[config.mk]
export PLATFORM = sky130hd
export DESIGN_NAME = bdc_lerp
export DESIGN_NICKNAME = d
export VERILOG_FILES = /design/src/hw/rtl/bdc_pkg.sv /design/src/hw/rtl/bdc_lerp.sv
export SDC_FILE = /design/constraint.sdc
export NUM_CORES = 2
export LEC_CHECK = 0
export ABC_CLOCK_PERIOD_IN_PS = 27200
export BUFFER_PORTS_ARGS = -buffer_cell sky130_fd_sc_hd__buf_2
export CORE_MARGIN = 3
export CORE_UTILIZATION = 40
export CTS_CLUSTER_DIAMETER = 150
export DETAILED_ROUTE_END_ITERATION = 8
export HOLD_SLACK_MARGIN = 0.02
export PLACE_DENSITY = 0.53
export SYNTH_ARGS = -nofsm -noshare
export SYNTH_HDL_FRONTEND = slang
export SYNTH_SLANG_ARGS = --single-unit
[constraint.sdc]
create_clock -name clk_i -period 27.2 [get_ports clk_i]
set_input_delay 4.08 -clock clk_i [delete_from_list [all_inputs] [get_ports clk_i]]
set_output_delay 4.08 -clock clk_i [all_outputs]
set_load 0.005 [all_outputs]
[src/hw/rtl/bdc_pkg.sv]
// ----------------------------------------------------------------------------
// bdc_pkg
// shared constants and types for the de casteljau bezier evaluator
// ----------------------------------------------------------------------------
`default_nettype none

package bdc_pkg;

  // operation codes carried on the opcode field
  typedef enum logic [1:0] {
    OP_APPEND = 2'd0,
    OP_CLEAR  = 2'd1,
    OP_EVAL   = 2'd2
  } opcode_e;

  // field widths fixed by the interface
  localparam int unsigned OPCODE_W   = 2;
  localparam int unsigned IN_COORD_W = 32;
  localparam int unsigned OUT_W      = 32;
  localparam int unsigned LEVEL_W    = 4;
  localparam int unsigned INDEX_W    = 4;

  // curve parameter, unsigned q0.16 with one extra bit so 1.0 fits
  localparam int unsigned T_W         = 17;
  localparam int unsigned T_FRAC_BITS = 16;
  localparam logic [T_W-1:0] T_ONE    = 17'h1_0000;

  // half an lsb of the shifted result, for round to nearest with ties upward
  localparam int ROUND_HALF = 32768;

endpackage : bdc_pkg

`default_nettype wire

[src/hw/rtl/bdc_lerp.sv]
// ----------------------------------------------------------------------------
// bdc_lerp
// one coordinate lane of the blend a + round(t * (b - a)), one register stage
// ----------------------------------------------------------------------------
`default_nettype none

module bdc_lerp
  import bdc_pkg::*;
#(
  parameter int unsigned COORD_BITS = 32
) (
  input  wire                          clk_i,
  input  wire                          en_i,
  input  wire logic signed [COORD_BITS-1:0] a_i,
  input  wire logic signed [COORD_BITS-1:0] b_i,
  input  wire logic [T_W-1:0]          t_i,
  output logic signed [COORD_BITS-1:0] res_o
);

  localparam int unsigned DIFF_W = COORD_BITS + 1;
  localparam int unsigned PROD_W = DIFF_W + T_W + 1;

  logic signed [DIFF_W-1:0]     diff;
  logic signed [T_W:0]          t_s;
  logic signed [PROD_W-1:0]     prod;
  logic signed [PROD_W-1:0]     prod_q;
  logic signed [COORD_BITS-1:0] a_q;
  logic signed [PROD_W-1:0]     rounded;
  logic signed [PROD_W-1:0]     res_full;

  assign diff = DIFF_W'(b_i) - DIFF_W'(a_i);
  assign t_s  = {1'b0, t_i};
  assign prod = PROD_W'(diff) * PROD_W'(t_s);

  always_ff @(posedge clk_i) begin
    if (en_i) begin
      prod_q <= prod;
      a_q    <= a_i;
    end
  end

  // floor of (prod + half) / 2^16; for t up to 1.0 the result lies between a and b
  assign rounded  = (prod_q + PROD_W'(ROUND_HALF)) >>> T_FRAC_BITS;
  assign res_full = PROD_W'(a_q) + rounded;
  assign res_o    = res_full[COORD_BITS-1:0];

endmodule : bdc_lerp

`default_nettype wire

==> flow_metrics.py <==
metrics = {
    "sta": {
        "rsz0062_at_grt": "no",
        "setup_tns_ps": 0,
        "finalMaxSlewViolations": 0,
        "fmax_mhz": 74.9,
        "relSlewSlack": 0.223,
        "period_minus_slack_ps": 13350,
        "fin_crit_sh": 0.491,
        "worst_slew_pin_slew_ps": 1160,
        "setup_ws_ps": 13850,
        "finalSetupViolCount": 0,
        "final_hold_viol_count": 0,
    },
    "floorplanning": {
        "die_h_um": 250,
        "core_um2": 58400,
        "dieArea_um2": 62700,
        "std_cell_rows": 88,
        "ios": 115,
        "start_util": 0.410,
        "dieWidth_um": 250,
    },
    "place": {
        "placed_cells": 3447,
        "hpwl_mm": 50.8,
        "place_congestion": 0.836,
        "pre_cts_ws_ps": 13470,
        "port_buffers": 114,
    },
    "clock_network": {
        "postCtsSetupBuffers": 0,
        "cts_tree": "built",
        "cts_htree_levels": 3,
        "cts_buffers": 9,
        "cts_root_buffer": "clkbuf_16",
        "hold_buffers": 0,
        "clk_pin_slew_ps": 70,
        "cts_resized": 0,
        "cts.path.max_buffers": 2,
        "cts_num_sinks": 65,
    },
    "logic_synthesis": {
        "syn_area_per_cell_um2": 9.11,
        "netlist_area_um2": 23900,
        "ys_warn_count": 0,
        "synthCells": 2625,
        "synth_nets": 3398,
        "ys_seq_area_frac": 0.0817,
        "synth_seq_cells": 65,
        "ys.flop_type": "edfxtp_1",
        "synthArstFlopShare": 0,
        "synth_edf_count": 65,
        "ys_types": 67,
    },
    "global_route": {
        "antenna_found_initial": 1,
        "gr-total-overflow": 0,
        "grt_first_pass_wirelength_mm": 105,
        "grt_pass1_vias": 19288,
        "track_usage": 0.214,
        "grt_max_degree": 66,
    },
    "setup_path": {
        "cpMostUsedCell": "fa_1",
        "slowest_delay_ps": 560,
        "worstSetupStartpointType": "input pin",
        "arrival_ps": 13480,
        "critical_path.max_fanout": 17,
        "path_delay_family": "compound AO/OA/AOI/OAI gates",
        "slowest_stage": "a311oi_2",
        "crit_required_ps": 27320,
        "path_class": "input pin to flop",
        "end_kind": "flop",
        "cp.buffers_inverters": 8,
        "cp.depth": 37,
    },
    "routing": {
        "drc": 0,
        "wl_mm": 63.7,
        "vias_per_cell": 4.99,
        "dr.first_iter.drc_count": 799,
        "first_pass_iters": 5,
        "vias": 17288,
        "drt-wirelength-per-cell_um": 18.4,
        "drtAntennaViolNets": 0,
    },
    "flow_run": {
        "drv_cap": 0,
    },
    "outcome": {
        "status": "complete, no violations",
    },
    "hold_path": {
        "min-delay-path-class": "input pin to flop",
        "whs_path_depth": 1,
    },
    "finish": {
        "drive_gt1_frac": 0.0719,
        "final_cells": 3464,
        "postLayoutCoreUtil": 0.441,
        "areaGrowthSynthToFinish_pct": 7.57,
        "nFillCells": 5830,
        "nets": 3466,
    },
}
## sequential cells by signal, indices dropped and copies added (netlist names)
name,flops
prod_q,33
a_q,32
## final timing paths
check,startpoint,to
setup / recovery,b_i[0],prod_q[47]$_DFFE_PP_
hold / removal,a_i[29],a_q[29]$_DFFE_PP_
## layout make-up
cell class,instances,area [µm²],area share
Multi-Input combinational cell,1809,19200,0.746
Inverter,661,2480,0.0965
Sequential cell,65,1950,0.0759
Tap cell,765,957,0.0372
Timing Repair Buffer,147,821,0.0319
Clock buffer,10,229,0.00891
Clock inverter,6,91.3,0.00355
Antenna cell,1,2.50,0.0000973
## metal layers
metal	track usage	share of wire	vias to the layer above	routed length (µm)
met1	0.278	0.43	8917	27700
met3	0.0303	0.042	57	2700
met5	0	0	-	0
li1	-	-	7957	-
met4	0.0462	0.016	0	999
met2	0.379	0.51	357	32400
## kinds of logic (layout without fill, tap and decap cells)
family                   count (synthesis)  after routing  synth area share
flip-flops                              65             65            0.0817
other                                    0              1                 0
XOR/XNOR                               131            131            0.0492
AND/OR/NAND/NOR                        757            757             0.159
AO/OA/AOI/OAI                          231            231            0.0681
adder cells (fa/ha/maj)                690            690             0.523
buffers and inverters                  751            824             0.119
## cells in the mapped netlist (5+ instances only)
master	count	share of area
nand2b_1	13	0.0034
nor3_1	21	0.0044
inv_1	661	0.10
o21ai_0	23	0.0048
o21bai_1	16	0.0050
nand4_1	17	0.0044
o21ai_1	11	0.0023
o21a_1	10	0.0031
xnor2_1	91	0.033
and3_1	24	0.0063
buf_2	5	0.0010
edfxtp_1	65	0.082
ha_1	174	0.091
and2_1	266	0.070
a21oi_1	59	0.012
xor2_1	37	0.014
fa_1	516	0.43
nand3_1	28	0.0059
nor2_1	58	0.0091
a21o_1	57	0.018
nor2b_1	22	0.0058
clkbuf_1	82	0.013
nand2_1	297	0.047
## through the flow
stage          cell area [µm²]  hold WS, ps
4_1_cts                  25700         3860
3_3_place_gp             25400         4270
2_1_floorplan            23900         4180
6_report                 25700         3890
3_5_place_dp             25400         4270
5_1_grt                  25700         3880
## layout by cell type, fill, tap and decap left out, types with 58 or more instances in the layout
master    netlist  routed
and2_1        266     266
inv_1         661     661
nor2_1         58      58
nand2_1       297     297
ha_1          174     174
fa_1          516     516
edfxtp_1       65      65
xnor2_1        91      85
buf_2           5     113
a21oi_1        59      58
Power is left out: the tool's default activity adds up to more than one toggle a clock period on the data nets, which glitch-free logic cannot reach.
